**config.mk**
```make
export PLATFORM = sky130hd
export DESIGN_NAME = nla_dist
export DESIGN_NICKNAME = d
export VERILOG_FILES = /design/src/hdl/nla_pkg.sv /design/src/hdl/nla_dist.sv
export SDC_FILE = /design/constraint.sdc
export NUM_CORES = 2
export LEC_CHECK = 0
export BUFFER_PORTS_ARGS = -buffer_cell sky130_fd_sc_hd__buf_4
export CAP_MARGIN = 10
export CORE_ASPECT_RATIO = 1.4
export CORE_UTILIZATION = 35
export CTS_CLUSTER_SIZE = 14
export DETAILED_ROUTE_END_ITERATION = 6
export RECOVER_POWER = 100
export SKIP_CTS_REPAIR_TIMING = 1
export SLEW_MARGIN = 20
export SYNTH_ARGS = -nofsm -noshare
export SYNTH_HDL_FRONTEND = slang
export SYNTH_SLANG_ARGS = --single-unit
```
**constraint.sdc**
```tcl
create_clock -name i_clk -period 8.5 [get_ports i_clk]
set_input_delay 1.7 -clock i_clk [delete_from_list [all_inputs] [get_ports i_clk]]
set_output_delay 1.7 -clock i_clk [all_outputs]
set_load 0.1 [all_outputs]
```
**src/hdl/nla_pkg.sv**
```systemverilog
`default_nettype none
package nla_pkg;

    localparam int MAP_DEPTH = 256;
    localparam int ADDR_W    = $clog2(MAP_DEPTH);
    localparam int CNT_W     = $clog2(MAP_DEPTH + 1);
    localparam int POS_W     = 24;
    localparam int COLOR_W   = 2;
    localparam int MD_W      = 16;
    localparam int GATE_W    = 2 * MD_W;
    localparam int SQ_W      = 2 * POS_W;
    localparam int DIST_W    = SQ_W + 1;
    localparam int IDX_OUT_W = 8;
    localparam int CNT_OUT_W = 9;

    localparam logic [MD_W-1:0] MATCH_DISTANCE_RESET = 16'd256;

    typedef enum logic [1:0] {
        OUT_MATCH  = 2'd0,
        OUT_APPEND = 2'd1,
        OUT_DROP   = 2'd2
    } t_outcome;

    // One stored landmark.
    typedef struct packed {
        logic [COLOR_W-1:0] color;
        logic [POS_W-1:0]   x;
        logic [POS_W-1:0]   y;
    } t_entry;

    // Travels alongside a map entry through the distance pipeline.
    typedef struct packed {
        logic [ADDR_W-1:0]  idx;
        logic [COLOR_W-1:0] color;
    } t_tag;

endpackage
`default_nettype wire

```
**src/hdl/nla_dist.sv**
```systemverilog
`default_nettype none
module nla_dist
    import nla_pkg::*;
(
    input  wire logic              i_clk,
    input  wire logic              i_rst_n,
    input  wire logic              i_valid,
    input  wire logic [POS_W-1:0]  i_px,
    input  wire logic [POS_W-1:0]  i_py,
    input  wire logic [POS_W-1:0]  i_mx,
    input  wire logic [POS_W-1:0]  i_my,
    input  wire t_tag              i_tag,
    output logic                   o_valid,
    output logic [DIST_W-1:0]      o_dist,
    output t_tag                   o_tag
);

    logic [POS_W:0]    w_dx;
    logic [POS_W:0]    w_dy;
    logic [POS_W-1:0]  w_ax;
    logic [POS_W-1:0]  w_ay;

    logic              r_v1;
    logic              r_v2;
    logic              r_v3;
    logic [POS_W-1:0]  r_ax;
    logic [POS_W-1:0]  r_ay;
    logic [SQ_W-1:0]   r_sx;
    logic [SQ_W-1:0]   r_sy;
    logic [DIST_W-1:0] r_d;
    t_tag              r_tag1;
    t_tag              r_tag2;
    t_tag              r_tag3;

    // Differences are taken one bit wider so they cannot overflow; the
    // magnitude always fits back into the position width.
    assign w_dx = {i_px[POS_W-1], i_px} - {i_mx[POS_W-1], i_mx};
    assign w_dy = {i_py[POS_W-1], i_py} - {i_my[POS_W-1], i_my};
    assign w_ax = w_dx[POS_W] ? POS_W'(-w_dx) : w_dx[POS_W-1:0];
    assign w_ay = w_dy[POS_W] ? POS_W'(-w_dy) : w_dy[POS_W-1:0];

    always_ff @(posedge i_clk) begin
        if (!i_rst_n) begin
            r_v1 <= 1'b0;
            r_v2 <= 1'b0;
            r_v3 <= 1'b0;
        end else begin
            r_v1 <= i_valid;
            r_v2 <= r_v1;
            r_v3 <= r_v2;
        end
        r_ax   <= w_ax;
        r_ay   <= w_ay;
        r_tag1 <= i_tag;
        r_sx   <= r_ax * r_ax;
        r_sy   <= r_ay * r_ay;
        r_tag2 <= r_tag1;
        r_d    <= {1'b0, r_sx} + {1'b0, r_sy};
        r_tag3 <= r_tag2;
    end

    assign o_valid = r_v3;
    assign o_dist  = r_d;
    assign o_tag   = r_tag3;

endmodule
`default_nettype wire

```
Yosys cells after proc, flatten, opt, wreduce, memory -nomap -nowiden
Index checks and enable logic that the tools add are counted.
{ "totals": {"in_bits": 109, "register_bits": 226, "elab_cells": 23} }
{ "classes": {"mux": 2, "add_sub_neg": 5, "multipliers": 2} }
{ "op_table": {"columns": ["operator", "n"], "rows": [
  ["$mul 24x24->48", 2],
  ["$sub 24x24->25", 2],
  ["$add 48x48->49", 1],
  ["$mux 24", 2],
  ["$neg 24->24", 2]
]} }

Logic depth before layout (Yosys ltp)
{ "logic_depth": {"ltp_word": 3, "depth_mapped": 28} }

Worst setup path before layout
No wires, ideal clock.
{ "synth_path": {"path_kind": "flip-flop to flip-flop", "startpoint": "reg r_ay[17]", "endpoint": "reg r_sy[46]", "slack_ns": 1.345, "n_path_buf": 3, "period_less_slack_ns": 7.155, "path_stages_with_launch": 28, "arrival_ns": 7.016, "cell_sequence": "dfxtp_1 > clkbuf_1 > clkbuf_1 > nand2_1 > fa_1 > inv_1 > fa_1 > inv_1 > fa_1 > fa_1 > inv_1 > fa_1 > fa_1 > inv_1 > fa_1 > inv_1 > ha_1 > clkbuf_1 > nand4_1 > nor2_1 > nand3_1 > o21ai_0 > o2111ai_1 > a21oi_1 > a211o_1 > a31oi_1 > o311ai_0 > o311ai_1"} }
{ "synth_via": {"elab_chain_len": 1} }
{ "synth_rtl": {"columns": ["item", "line", "rtl"], "rows": [
  ["start, declared", "nla_dist.sv:27", "logic [POS_W-1:0] r_ay;"],
  ["start signal, assigned", "nla_dist.sv:53", "r_ay <= w_ay;"],
  ["$mul 24x24->48", "nla_dist.sv:56", "r_sy <= r_ay * r_ay;"],
  ["end signal, assigned", "nla_dist.sv:56", null],
  ["end, declared", "nla_dist.sv:29", "logic [SQ_W-1:0] r_sy;"]
]} }
No other way between the ends.
A chain may end at the register's enable or synchronous reset.

Final worst setup path
{ "layout_path": {"startpoint": "reg r_ay[3]", "endpoint": "reg r_sy[28]"} }
The elaborated chain is that of the path after synthesis.

==> run summary <==
The flow ran to the end, and the final reports show no timing, DRC or antenna violations. At the worst endpoint, the required time is 9.02 ns. The area occupied by registers was 4480 µm². The run gives 16.7% as the total global-route track usage. The max-slew headroom at the worst pin is 20.4%, and the via-per-instance ratio is 4.72. Wire length of the first global-routing pass: 167 mm. The actual slew at the worst max-slew pin is 1.20 ns, and the number of sinks on the clock net is 224.

The register area share after synthesis was 10.4%. The run gives 0 as the number of hold violations in the final report. The clock tree root driver cell is clkbuf_16. Routed wire length per instance: 15.6 µm. The number of synthesized flops with an enable pin is 0, and the number of nets in the synthesized netlist is 6115. fa_1 takes more of the synthesized area than any other cell. In this run the tool buffered the top-level ports with 168 buffer cells. After detailed routing, the number of remaining DRC violations is 0.

The tools report the number of I/O pins as 169. The run gives 0 as the total count of max-transition violations in the final report. The global routing stage identified its most utilized layer as met2.

Yosys printed 0 warnings. After synthesis the cells add up to 43000 µm². Once detail routing completed, the nets flagged for antenna violations numbered 0. The routability congestion estimate is 0.879. By area the synthesized netlist is led by fa_1, ha_1, inv_1, dfxtp_1, nand2_1. TritonCTS built the clock tree. Wires add up to 101 mm. The most common cell in the synthesized netlist is inv_1. In this run the horizontal extent of the chip is 298 µm. Number of antenna violations at the first check in global routing: 2. The maximum clock path buffer count was 3. Setup violations remaining at the end of the flow were counted as 0. STA classifies the critical path endpoint as a flop.

In the synthesized netlist, the cells that appear most often are inv_1, fa_1, ha_1, nand2_1, and2_1. The startpoint of the worst register-to-register path was r_ay[3]. Derived from the worst setup path, the maximum achievable clock frequency is 124 MHz. The number of optimization iterations in the first detailed-route pass is 5, and the setup skew after layout is 0.0170 ns. The met2 track utilization from global routing is 32.5%. The number of DRC markers after the initial detailed-route iteration came out at 1077. At the later pin of the worst-skew pair, clock insertion delay measures 0.60 ns. The area of combinational cells with multiple inputs is 33200 µm², and the highest net fanout along the worst path is 14. For the critical path data arrival time, the log shows 8.57 ns. The final route contains 30.5k vias. The leading register cell type out of synthesis is dfxtp_1.

The worst hold-check path type is reg -> reg. The share of synthesized flip-flops with an asynchronous set or reset was 0%; the die area was 124000 µm². STA classifies the critical path startpoint as a flop. In this run the register-to-register setup slack is 0.45 ns. The clock-pin transition on the worst setup and hold timing paths works out to 0.07 ns. The start point of the worst min-delay path was r_tag1[8].

Height of the die: 417 µm. The worst setup path is of the reg -> reg kind. The total global routing overflow is 0, and the minimum period implied by the final worst setup slack is 8.05 ns. Once detailed placement completed, the half-perimeter wirelength came to 86.7 mm. For met1 alone, demand over resource in global routing was 19.4%. Of the cells placed in the final design, the portion with a size suffix greater than 1 is 5.04%. The worst path uses 94.7% of the clock period. The synthesized design contains 224 register bits. For the number of unique standard cell types used by synthesis, the log shows 91. First element of the critical path: r_ay[3].

The area growth from synthesis to layout is 8.97%. The core region is 121000 µm². Entering global routing, the biggest net connects 25 pins. Summed over all failing endpoints, the final setup total negative slack is 0 ns. Setup repair after global routing left no endpoint under its margin.

The fraction of post-synthesis cell area in the top cell type by area was 39.3%. The layout has 12.2k filler cells. The run gives 4707 as the number of cells produced by synthesis. The logs give 1.10% for the met3 track utilization from global routing and 1 for the CTS H-tree depth. The number of global-route vias before repair is 33.5k.

After floorplanning, the core was divided into 151 placement rows. Final-stage net count: 6245. The TritonCTS buffer count was 27; the initial core utilization was 35.4%. The per-instance average area after synthesis is 9.14 µm². Across the run, the number of max-cap violations was 0.
==> final cells by class <==
| type | count | area share [%] |
|---|---|---|
| well taps | 1606 | 4.28 |
| repair buffers | 223 | 3.05 |
| multi-input cells | 3077 | 70.8 |
| diodes | 1 | 0.00534 |
| flip-flops and latches | 224 | 9.56 |
| clock inverters | 20 | 0.566 |
| clock buffers | 30 | 1.49 |
| inverters | 1284 | 10.3 |
==> state kept, by name, summed over array words and instances (netlist names) <==
register and count:
o_dist 49, r_sx 47, r_sy 47, r_ax 24, r_ay 24, o_tag 10, r_tag1 10, r_tag2 10
o_valid 1, r_v1 1, r_v2 1
==> routing by layer <==
metal,share of wire [%],up-vias
li1,-,14500
met1,40,15500
met5,0,-
met2,55,412
met4,2.7,0
met3,2.2,131
==> kinds of logic (layout without fill, tap and decap cells) <==
| logic type | Yosys count | in the layout | synth area share, % |
|---|---|---|---|
| adder cells (fa/ha/maj) | 1299 | 1299 | 52.5 |
| AND/OR/NAND/NOR | 984 | 984 | 11.2 |
| XOR/XNOR | 218 | 218 | 4.44 |
| AO/OA/AOI/OAI | 565 | 565 | 8.82 |
| other | 0 | 1 | 0 |
| buffers and inverters | 1406 | 1557 | 12.3 |
| flip-flops | 224 | 224 | 10.4 |
| multiplexers | 11 | 11 | 0.273 |
==> per-stage QoR <==
step / hold WS [ns] / setup WS, ns / util, % / cells / cell area (µm²)
finish: 0.325 / 0.455 / 38.6 / 6465 / 46900
global route: 0.325 / 0.0374 / 38.6 / 6464 / 46900
CTS: 0.326 / 0.637 / 38.9 / 6464 / 47200
detailed placement: 0.312 / 0.648 / 38.1 / 6414 / 46200
global placement: 0.310 / 0.823 / 38.1 / 6414 / 46200
floorplan: 0.310 / 1.35 / - / 4707 / 43000
==> final timing paths <==
kind                                  end  cells past startpoint
worst max-delay path             r_sy[28]                     22
worst min-delay path            r_tag2[8]                      0
worst max register to register   r_sy[28]                     22
worst min register to register  r_tag2[8]                      0
==> critical path: stages, from the launching register on <==
cell	delay, ns
dfxtp_1	0.76
clkbuf_1	0.55
and2_0	0.29
fa_1	0.46
fa_1	0.47
fa_1	0.55
ha_1	0.14
inv_1	0.05
fa_1	0.47
inv_1	0.05
fa_1	0.55
fa_1	0.46
ha_1	0.35
a2111oi_0	0.40
o21ai_1	0.16
and3_1	0.21
a311o_1	0.35
a21oi_1	0.29
o221ai_1	0.18
o41ai_1	0.46
o21ai_0	0.27
a221oi_1	0.33
xnor2_1	0.15
==> cell usage in the layout, fill, tap and decap left out, types with 23 or more instances in the layout <==
cell / synthesis / layout
inv_1: 1284 / 1284
fa_1: 845 / 845
ha_1: 454 / 454
nand2_1: 391 / 391
and2_1: 234 / 224
dfxtp_1: 224 / 224
a21oi_1: 164 / 166
nor2_1: 149 / 150
buf_4: 0 / 145
xnor2_1: 138 / 138
a21o_1: 95 / 95
o21ai_0: 76 / 88
xor2_1: 80 / 80
clkbuf_1: 113 / 67
nor2b_1: 34 / 34
nor3_1: 30 / 30
nand2b_1: 28 / 28
nand3_1: 27 / 27
clkbuf_16: 0 / 27
o21a_1: 23 / 23
Power is left out: the tool's default activity adds up to more than one toggle a clock period on the data nets, which glitch-free logic cannot reach.
